### config.mk
export PLATFORM = sky130hd
export DESIGN_NAME = trial_division_prime_counter
export DESIGN_NICKNAME = d
export VERILOG_FILES = /design/src/rtl/core/tdpc_pkg.sv /design/src/rtl/core/trial_division_prime_counter.sv /design/src/rtl/core/tdpc_div.sv
export SDC_FILE = /design/constraint.sdc
export NUM_CORES = 1
export LEC_CHECK = 0
export BUFFER_PORTS_ARGS = -buffer_cell sky130_fd_sc_hd__buf_2
export CORE_MARGIN = 2
export CORE_UTILIZATION = 26
export CTS_CLUSTER_DIAMETER = 100
export CTS_CLUSTER_SIZE = 10
export DETAILED_ROUTE_END_ITERATION = 8
export PLACE_DENSITY = 0.45
export SETUP_SLACK_MARGIN = 0.02
export SYNTH_ARGS = -nofsm -noshare
export SYNTH_HDL_FRONTEND = slang
export SYNTH_SLANG_ARGS = --single-unit
### constraint.sdc
create_clock -name clk -period 3.4 [get_ports clk]
set_input_delay 0.68 -clock clk [delete_from_list [all_inputs] [get_ports clk]]
set_output_delay 0.68 -clock clk [all_outputs]
set_load 0.01 [all_outputs]
### src/rtl/core/tdpc_pkg.sv
// Shared types and constants for the trial-division prime counter.
// No dependencies; used by tdpc_div and trial_division_prime_counter.
package tdpc_pkg;

	localparam int unsigned IN_W      = 32;
	localparam int unsigned TALLY_W   = 32;
	localparam int unsigned OUT_W     = 40;
	localparam logic [TALLY_W-1:0] TALLY_MAX = '1;
	localparam int unsigned FIRST_DIVISOR = 2;

	typedef enum logic [1:0] {
		ST_IDLE,
		ST_START,
		ST_WAIT,
		ST_FINISH
	} seq_state_t;

	// divider status toward the sequencer
	typedef struct packed {
		logic busy;
		logic done;
	} div_status_t;

endpackage

### src/rtl/core/trial_division_prime_counter.sv
// Trial-division prime tester with a saturating prime tally.
// One request is accepted at a time; each divisor tried takes one run of the shared
// serial divider, and up to about 2^(VALUE_WIDTH/2) divisors are tried per request.
// A new request is taken only after the last result has entered the output register,
// which waits while the result side stalls. Asynchronous active-low reset clears the
// sequencer, the output valid and the tally. Depends on tdpc_pkg and tdpc_div.
module trial_division_prime_counter #(
	parameter int unsigned VALUE_WIDTH = 32
) (
	input  logic                       clk,
	input  logic                       arst_n,
	input  logic                       s_tvalid,
	output logic                       s_tready,
	input  logic [tdpc_pkg::IN_W-1:0]  s_tdata,   // [31:0] value
	output logic                       m_tvalid,
	input  logic                       m_tready,
	output logic [tdpc_pkg::OUT_W-1:0] m_tdata    // [0] prime_flag, [32:1] prime_total, rest 0
);

	localparam int unsigned VW = VALUE_WIDTH;

	tdpc_pkg::seq_state_t state_q, state_d;
	tdpc_pkg::div_status_t div_st;

	logic [VW-1:0] n_q;
	logic [VW-1:0] d_q;
	logic          flag_q;
	logic [VW-1:0] quo;
	logic [VW-1:0] rem;
	logic          div_start;
	logic          out_free;
	logic          load_n;
	logic          step_d;
	logic          set_flag;
	logic          flag_val;
	logic          emit;

	logic [tdpc_pkg::TALLY_W-1:0] tally_q;
	logic [tdpc_pkg::TALLY_W-1:0] tally_next;
	logic                         m_valid_q;
	logic                         out_flag_q;
	logic [tdpc_pkg::TALLY_W-1:0] out_total_q;

	tdpc_div #(.VALUE_WIDTH(VW)) u_div (
		.clk       (clk),
		.arst_n    (arst_n),
		.start     (div_start),
		.dividend  (n_q),
		.divisor   (d_q),
		.status    (div_st),
		.quotient  (quo),
		.remainder (rem)
	);

	assign out_free = !m_valid_q || m_tready;
	assign s_tready = (state_q == tdpc_pkg::ST_IDLE);

	always_ff @(posedge clk or negedge arst_n) begin
		if (!arst_n) begin
			state_q <= tdpc_pkg::ST_IDLE;
		end else begin
			state_q <= state_d;
		end
	end

	always_comb begin
		state_d   = state_q;
		div_start = 1'b0;
		load_n    = 1'b0;
		step_d    = 1'b0;
		set_flag  = 1'b0;
		flag_val  = 1'b0;
		emit      = 1'b0;
		unique case (state_q)
			tdpc_pkg::ST_IDLE: begin
				if (s_tvalid) begin
					load_n  = 1'b1;
					state_d = tdpc_pkg::ST_START;
				end
			end
			tdpc_pkg::ST_START: begin
				div_start = 1'b1;
				state_d   = tdpc_pkg::ST_WAIT;
			end
			tdpc_pkg::ST_WAIT: begin
				if (div_st.done) begin
					// past the square root: no divisor found
					priority if (quo < d_q) begin
						set_flag = 1'b1;
						flag_val = 1'b1;
						state_d  = tdpc_pkg::ST_FINISH;
					end else if (rem == '0) begin
						set_flag = 1'b1;
						flag_val = 1'b0;
						state_d  = tdpc_pkg::ST_FINISH;
					end else begin
						step_d  = 1'b1;
						state_d = tdpc_pkg::ST_START;
					end
				end
			end
			tdpc_pkg::ST_FINISH: begin
				if (out_free) begin
					emit    = 1'b1;
					state_d = tdpc_pkg::ST_IDLE;
				end
			end
			default: state_d = tdpc_pkg::ST_IDLE;
		endcase
	end

	always_ff @(posedge clk) begin
		if (load_n) begin
			n_q <= VW'(s_tdata);
			d_q <= VW'(tdpc_pkg::FIRST_DIVISOR);
		end else if (step_d) begin
			d_q <= d_q + VW'(1);
		end
		if (set_flag) begin
			flag_q <= flag_val;
		end
	end

	assign tally_next = (flag_q && tally_q != tdpc_pkg::TALLY_MAX)
		? tally_q + tdpc_pkg::TALLY_W'(1) : tally_q;

	always_ff @(posedge clk or negedge arst_n) begin
		if (!arst_n) begin
			tally_q   <= '0;
			m_valid_q <= 1'b0;
		end else begin
			if (emit) begin
				tally_q   <= tally_next;
				m_valid_q <= 1'b1;
			end else if (m_tready) begin
				m_valid_q <= 1'b0;
			end
		end
	end

	always_ff @(posedge clk) begin
		if (emit) begin
			out_flag_q  <= flag_q;
			out_total_q <= tally_next;
		end
	end

	assign m_tvalid = m_valid_q;
	assign m_tdata  = {(tdpc_pkg::OUT_W - tdpc_pkg::TALLY_W - 1)'(0), out_total_q, out_flag_q};

`ifndef SYNTHESIS
	a_idle_div_quiet: assert property (@(posedge clk) disable iff (!arst_n)
		state_q == tdpc_pkg::ST_IDLE |-> !div_st.busy)
		else $error("divider running while sequencer idle");
	a_tally_monotonic: assert property (@(posedge clk) disable iff (!arst_n)
		##1 tally_q >= $past(tally_q))
		else $error("prime tally decreased");
	a_tally_step: assert property (@(posedge clk) disable iff (!arst_n)
		!emit |=> $stable(tally_q))
		else $error("tally changed without a result");
	a_done_only_waiting: assert property (@(posedge clk) disable iff (!arst_n)
		div_st.done |-> state_q == tdpc_pkg::ST_WAIT)
		else $error("division finished outside the wait state");
`endif

endmodule

### src/rtl/core/tdpc_div.sv
// Restoring serial divider, one quotient bit per cycle.
// Depends on tdpc_pkg for the status struct.
module tdpc_div #(
	parameter int unsigned VALUE_WIDTH = 32
) (
	input  logic                       clk,
	input  logic                       arst_n,
	input  logic                       start,
	input  logic [VALUE_WIDTH-1:0]     dividend,
	input  logic [VALUE_WIDTH-1:0]     divisor,
	output tdpc_pkg::div_status_t      status,
	output logic [VALUE_WIDTH-1:0]     quotient,
	output logic [VALUE_WIDTH-1:0]     remainder
);

	localparam int unsigned CW = $clog2(VALUE_WIDTH + 1);

	logic [CW-1:0]          cnt_q;
	logic                   busy_q;
	logic                   done_q;
	logic [VALUE_WIDTH-1:0] dvd_q;
	logic [VALUE_WIDTH-1:0] dsr_q;
	logic [VALUE_WIDTH-1:0] quo_q;
	logic [VALUE_WIDTH-1:0] rem_q;
	logic [VALUE_WIDTH:0]   trial;
	logic [VALUE_WIDTH:0]   diff;
	logic                   fits;

	assign trial = {rem_q, dvd_q[VALUE_WIDTH-1]};
	assign diff  = trial - {1'b0, dsr_q};
	assign fits  = ~diff[VALUE_WIDTH];

	always_ff @(posedge clk or negedge arst_n) begin
		if (!arst_n) begin
			busy_q <= 1'b0;
			done_q <= 1'b0;
			cnt_q  <= '0;
		end else begin
			done_q <= 1'b0;
			if (start) begin
				busy_q <= 1'b1;
				cnt_q  <= CW'(VALUE_WIDTH);
			end else if (busy_q) begin
				cnt_q <= cnt_q - CW'(1);
				if (cnt_q == CW'(1)) begin
					busy_q <= 1'b0;
					done_q <= 1'b1;
				end
			end
		end
	end

	always_ff @(posedge clk) begin
		if (start) begin
			dvd_q <= dividend;
			dsr_q <= divisor;
			rem_q <= '0;
			quo_q <= '0;
		end else if (busy_q) begin
			dvd_q <= {dvd_q[VALUE_WIDTH-2:0], 1'b0};
			quo_q <= {quo_q[VALUE_WIDTH-2:0], fits};
			rem_q <= fits ? diff[VALUE_WIDTH-1:0] : trial[VALUE_WIDTH-1:0];
		end
	end

	assign status.busy = busy_q;
	assign status.done = done_q;
	assign quotient    = quo_q;
	assign remainder   = rem_q;

`ifndef SYNTHESIS
	a_no_restart: assert property (@(posedge clk) disable iff (!arst_n)
		start |-> !busy_q)
		else $error("divider started while busy");
	a_rem_below_divisor: assert property (@(posedge clk) disable iff (!arst_n)
		done_q && (dsr_q != '0) |-> rem_q < dsr_q)
		else $error("remainder not below divisor");
	a_done_after_busy: assert property (@(posedge clk) disable iff (!arst_n)
		done_q |-> $past(busy_q))
		else $error("done without a running division");
`endif

endmodule

# After elaboration in Yosys (flattened, before gate mapping)
# Cells that the tools add are included.
# totals
register_bits	269
# classes
n_addsub	4
order_cmp	1
eq_ne	8
mux	34
bitwise_logic	1
n_reduce_logical	9
# ops
op	count
$mux 32	4
$add 32x1->32 const B	2
$sub 33x32->33	1
$logic_not 32->1	1
$lt 32x32->1	1
$ne 32x32->1 const B	1
$mux 1	22
$mux 6	2
$mux 2	5
$pmux 2 s4	1
$eq 6x1->1 const B	1
$sub 6x1->6 const B	1
$eq 2x2->1 const B	2
$ne 2x2->1 const B	2
$reduce_bool 2->1	2
$reduce_and 3->1	1
$eq 2x1->1 const B	1
$logic_not 2->1	1
$ne 2x1->1 const B	1
$reduce_and 2->1	1
$logic_and 1x1->1	1
$logic_not 1->1	1
$logic_or 1x1->1	1
$not 1->1	1

# Logic depth before layout (Yosys ltp)
# depth
ltp_word	5
depth_mapped	14
depth_no_buf	13

# Cells and area by module
# From an unflattened synthesis, not the netlist that was laid out.
# hier_totals
hier_cells	1364
hier_area_um2	14363.8
# modules_own_cells
module	n_inst	cells_per_inst	area_each_um2	seq_area_each_um2
tdpc_div	1	718	7492.2	3403.3
trial_division_prime_counter	1	646	6871.6	3498.4

# Worst setup path after synthesis
# OpenSTA, ideal clock, no wires.
# synth_path
kind	register -> register
from	register d_q[17]
to	register flag_q, enable pin
setup_time_ps	298
t_arrival_ps	2569
t_required_ps	3102
path_slack_ps	533
stages_incl_launch_ff	14
n_path_buf	2
cell_sequence	dfxtp_1 -> inv_1 -> ha_1 -> a21o_1 -> a21o_1 -> a21oi_1 -> nor2_1 -> a2111oi_0 -> o31a_1 -> o21a_1 -> clkbuf_1 -> clkbuf_1 -> nor2_1 -> nor2_1
# synth_via
elab_chain_len	4
# synth_lines
item	line	text
start, declared	trial_division_prime_counter.sv:26	logic [VW-1:0] d_q;
start signal, assigned	trial_division_prime_counter.sv:115	d_q <= VW'(tdpc_pkg::FIRST_DIVISOR);
start signal, assigned	trial_division_prime_counter.sv:117	d_q <= d_q + VW'(1);
$lt 32x32->1	trial_division_prime_counter.sv:88	priority if (quo < d_q) begin
$mux 1	trial_division_prime_counter.sv:88	
$mux 1	trial_division_prime_counter.sv:86	if (div_st.done) begin
$mux 1	trial_division_prime_counter.sv:74	unique case (state_q)
net set_flag	trial_division_prime_counter.sv:34	logic set_flag;
end signal, assigned	trial_division_prime_counter.sv:120	flag_q <= flag_val;
end, declared	trial_division_prime_counter.sv:27	logic flag_q;
# The timed path passes the listed nets, and every way through them passes these cells.
# A chain may end at the register's enable or synchronous reset.

# Worst setup path after layout
# layout_path
from	register u_div.dvd_q[31]
to	register u_div.rem_q[7] (netlist: u_div.remainder[7])
# layout_via
elab_chain_len	2
# layout_lines
item	line	text
start, declared	tdpc_div.sv:21	logic [VALUE_WIDTH-1:0] dvd_q;
start signal, assigned	tdpc_div.sv:55	dvd_q <= dividend;
start signal, assigned	tdpc_div.sv:60	dvd_q <= {dvd_q[VALUE_WIDTH-2:0], 1'b0};
$sub 33x32->33	tdpc_div.sv:30	assign diff = trial - {1'b0, dsr_q};
$mux 32	tdpc_div.sv:62	rem_q <= fits ? diff[VALUE_WIDTH-1:0] : trial[VALUE_WIDTH-1:0];
end signal, assigned	tdpc_div.sv:62	
end, declared	tdpc_div.sv:24	logic [VALUE_WIDTH-1:0] rem_q;
# No other way between the ends.

==> reports/metrics.cfg <==
[yosys]
syn_inst = 1366
synth-compound-area-share = 0.117
yosys-top-cells-area = edfxtp_1, dfxtp_1, dfrtp_1
synth_edf_count = 130
ys_ff_latch = 269
synth_fa_ha_area_frac = 0.0635
synth_warnings = 0
ys_types = 67
synth_top_area_frac = 0.289
yosysMostFrequentCell = nand2_1
yosys.area.top_type = edfxtp_1
syn-cell-area_um2 = 13500
yosysSeqAreaShare = 0.510
synth_simple_gate_area_frac = 0.172
async_flop_share = 0.160
syn_avg_cell_area_um2 = 9.90
synth_commonest_cells = nand2_1, edfxtp_1, nor2_1, dfxtp_1, inv_1
synth_ff_type = edfxtp_1
synth_mux_area_frac = 0.0296
synth_top_family_by_area = simple AND/OR/NAND/NOR gates
synth_xor_xnor_area_share = 0.0626

[clock_tree]
cts_sinks = 269
path_clk_slew_ps = 60
cts_tree = built
cts_buffers = 30
cts-htree-levels = 1
ctsHoldBuffers = 0
clockRootBuffer = clkbuf_16
clockBufferDepth = 3
clkLatencyLatePin_ps = 570

[timing]
setup_viol = 0
fin_ws_ps = 220
period_needed_ps = 3180
rsz0062_at_grt = false
finalCritPeriodShare = 0.935
drv_slew = 0
relSlewSlack = 0.510
fmax_ghz = 0.314
finClkSkew_ps = 8.69
tns_ps = 0
hold_violations = 0
worst_pin_slew_ps = 728

[placement]
port_buffers = 70
hpwlAfterDp_um = 20900
placed_cell_area_um2 = 14700
routabilityCongestion = 0.842
place_ws_ps = 198
place_inst = 2075

[global_routing]
grt_start_max_net_pins = 65
grt_overflow = 0
antenna_found_initial = 0
grt_usage = 0.111
grt_pass1_vias = 9540
grt_pass1_wl_um = 49400

[worst_hold_path]
hold_class = input port to async pin

[power]
ir_drop_mv = 0.783
total_power_mw = 14.7
p_leak_nw = 6.44
power_per_cell_area_nw_per_um2 = 943

[layout]
syn2layout_area_growth_pct = 15.2
design_area_um2 = 15600
n_fill_cell = 5350
fin_cells = 2130
n_antenna_cell = 0
drive_gt1_frac = 0.101
nets = 1531

[floorplanning]
num_io_pins = 78
core_area_um2 = 51400
num_rows = 83
die_x_um = 232
dieArea_um2 = 53800
initial_core_util = 0.263
die_h_um = 232

[drt]
postRouteAntennaNets = 0
post-route-drc-count = 0
vias = 9728
routedWlPerCell_um = 14.0
viasPerCell = 4.57
drtPass1Iterations = 5
dr.first_iter.drc_count = 585
drt_wl_total_um = 29700

[critical_path]
critPathMaxFanout = 28
rrSetupSlack_ps = 220
endpoint_kind = register
crit_type = register to register
required_ps = 3900
worst_setup_path_start_kind = register
cp.arrival_ps = 3680

[outcome]
outcome = complete, no violations

[flow_run]
cap_violations = 0

[stage by stage]
step / hold slack [ps] / util
floorplan: 384 / -
global placement: 473 / 0.286
global route: 174 / 0.303
CTS: 146 / 0.303
detailed placement: 478 / 0.286
finish: 138 / 0.303
[final timing paths]
check,from,to,cells after the start
min in group clk,s_tdata[11],n_q[11],1
max in group asynchronous,arst_n,tally_q[14],2
max,u_div.dvd_q[31],u_div.remainder[7],14
max reg2reg,u_div.dvd_q[31],u_div.remainder[7],14
min reg2reg,d_q[22],u_div.dsr_q[22],0
min,arst_n,tally_q[6],1
[worst max-delay path: stages, from the launching register on]
cell and delay [ps]:
edfxtp_1 380, inv_1 70, ha_1 150, inv_1 50, fa_1 430, a211oi_2 210, o21ai_1 110, o211ai_1 280
nand3_2 190, o21bai_4 210, o31ai_4 120, xnor2_2 180, buf_12 180, or3_1 370, a31oi_1 160
[per-layer routing]
metal | part of all wire | global-route usage | vias to the layer above
li1 | - | - | 4958
met1 | 0.49 | 0.152 | 4589
met2 | 0.45 | 0.180 | 139
met3 | 0.032 | 0.0152 | 42
met4 | 0.027 | 0.0363 | 0
met5 | 0 | 0 | -
[layout by cell type (no fill, tap or decap), types with 9 or more instances in the layout]
cell       netlist  final
nor2_1         102    102
a211oi_1        11     10
a21o_1          23     23
nor4_1          14     14
buf_2           10     70
dfrtp_1         43     42
dfxtp_1         96     96
edfxtp_1       130    130
clkbuf_16        0     30
and3_1          13     13
nand3_1         40     40
nand4_1         26     26
ha_1            67     67
xnor2_1         53     53
or3_1           19     19
clkbuf_1        48     24
nand2_1        201    201
a21oi_1         71     71
buf_4            8     17
mux2i_1         40     40
inv_1           77     76
o31ai_1          9      9
nor3_1          25     25
xor2_1          40     40
a31oi_1         22     22
o21ai_0         61     61
[what timing repair did]
action                     in CTS  in global routing
buffers inserted                0                  0
resized for setup               0                  1
setup endpoints to repair       0                  1
[report_power, final]
| part | switching (mW) | internal [mW] | leakage (nW) |
|---|---|---|---|
| logic | 3.97 | 2.67 | 3.44 |
| clock network | 1.29 | 1.66 | 0.409 |
| registers | 0.649 | 4.45 | 2.59 |
| total | 5.91 | 8.77 | 6.44 |
[state kept, by name (all words and copies together) (netlist names)]
name and flops:
d_q 32, u_div.quotient 32, tally_q 32, m_tvalid 1, u_div.remainder 32, out_total_q 32
flag_q 1, out_flag_q 1, u_div.dvd_q 32, u_div.done_q 1, state_q 2, u_div.busy_q 1
n_q 32, u_div.cnt_q 6, u_div.dsr_q 32
[cell families (layout without fill, tap and decap cells)]
family | Yosys count | count (layout)
fa+ha+maj | 68 | 68
xor+xnor | 95 | 95
flops | 269 | 269
simple gates | 496 | 496
compound gates | 248 | 248
buf+inv | 149 | 227
other cells | 1 | 7
mux | 40 | 40
[final cells by class]
cell class | count | area [um^2] | share of cell area
flip-flops and latches | 269 | 6910 | 0.443
multi-input cells | 954 | 6050 | 0.388
well taps | 680 | 851 | 0.0546
clock buffers | 54 | 841 | 0.0540
repair buffers | 93 | 598 | 0.0384
inverters | 79 | 298 | 0.0191
clock inverters | 1 | 30.0 | 0.00193
Power figures use the tool's default switching activity.
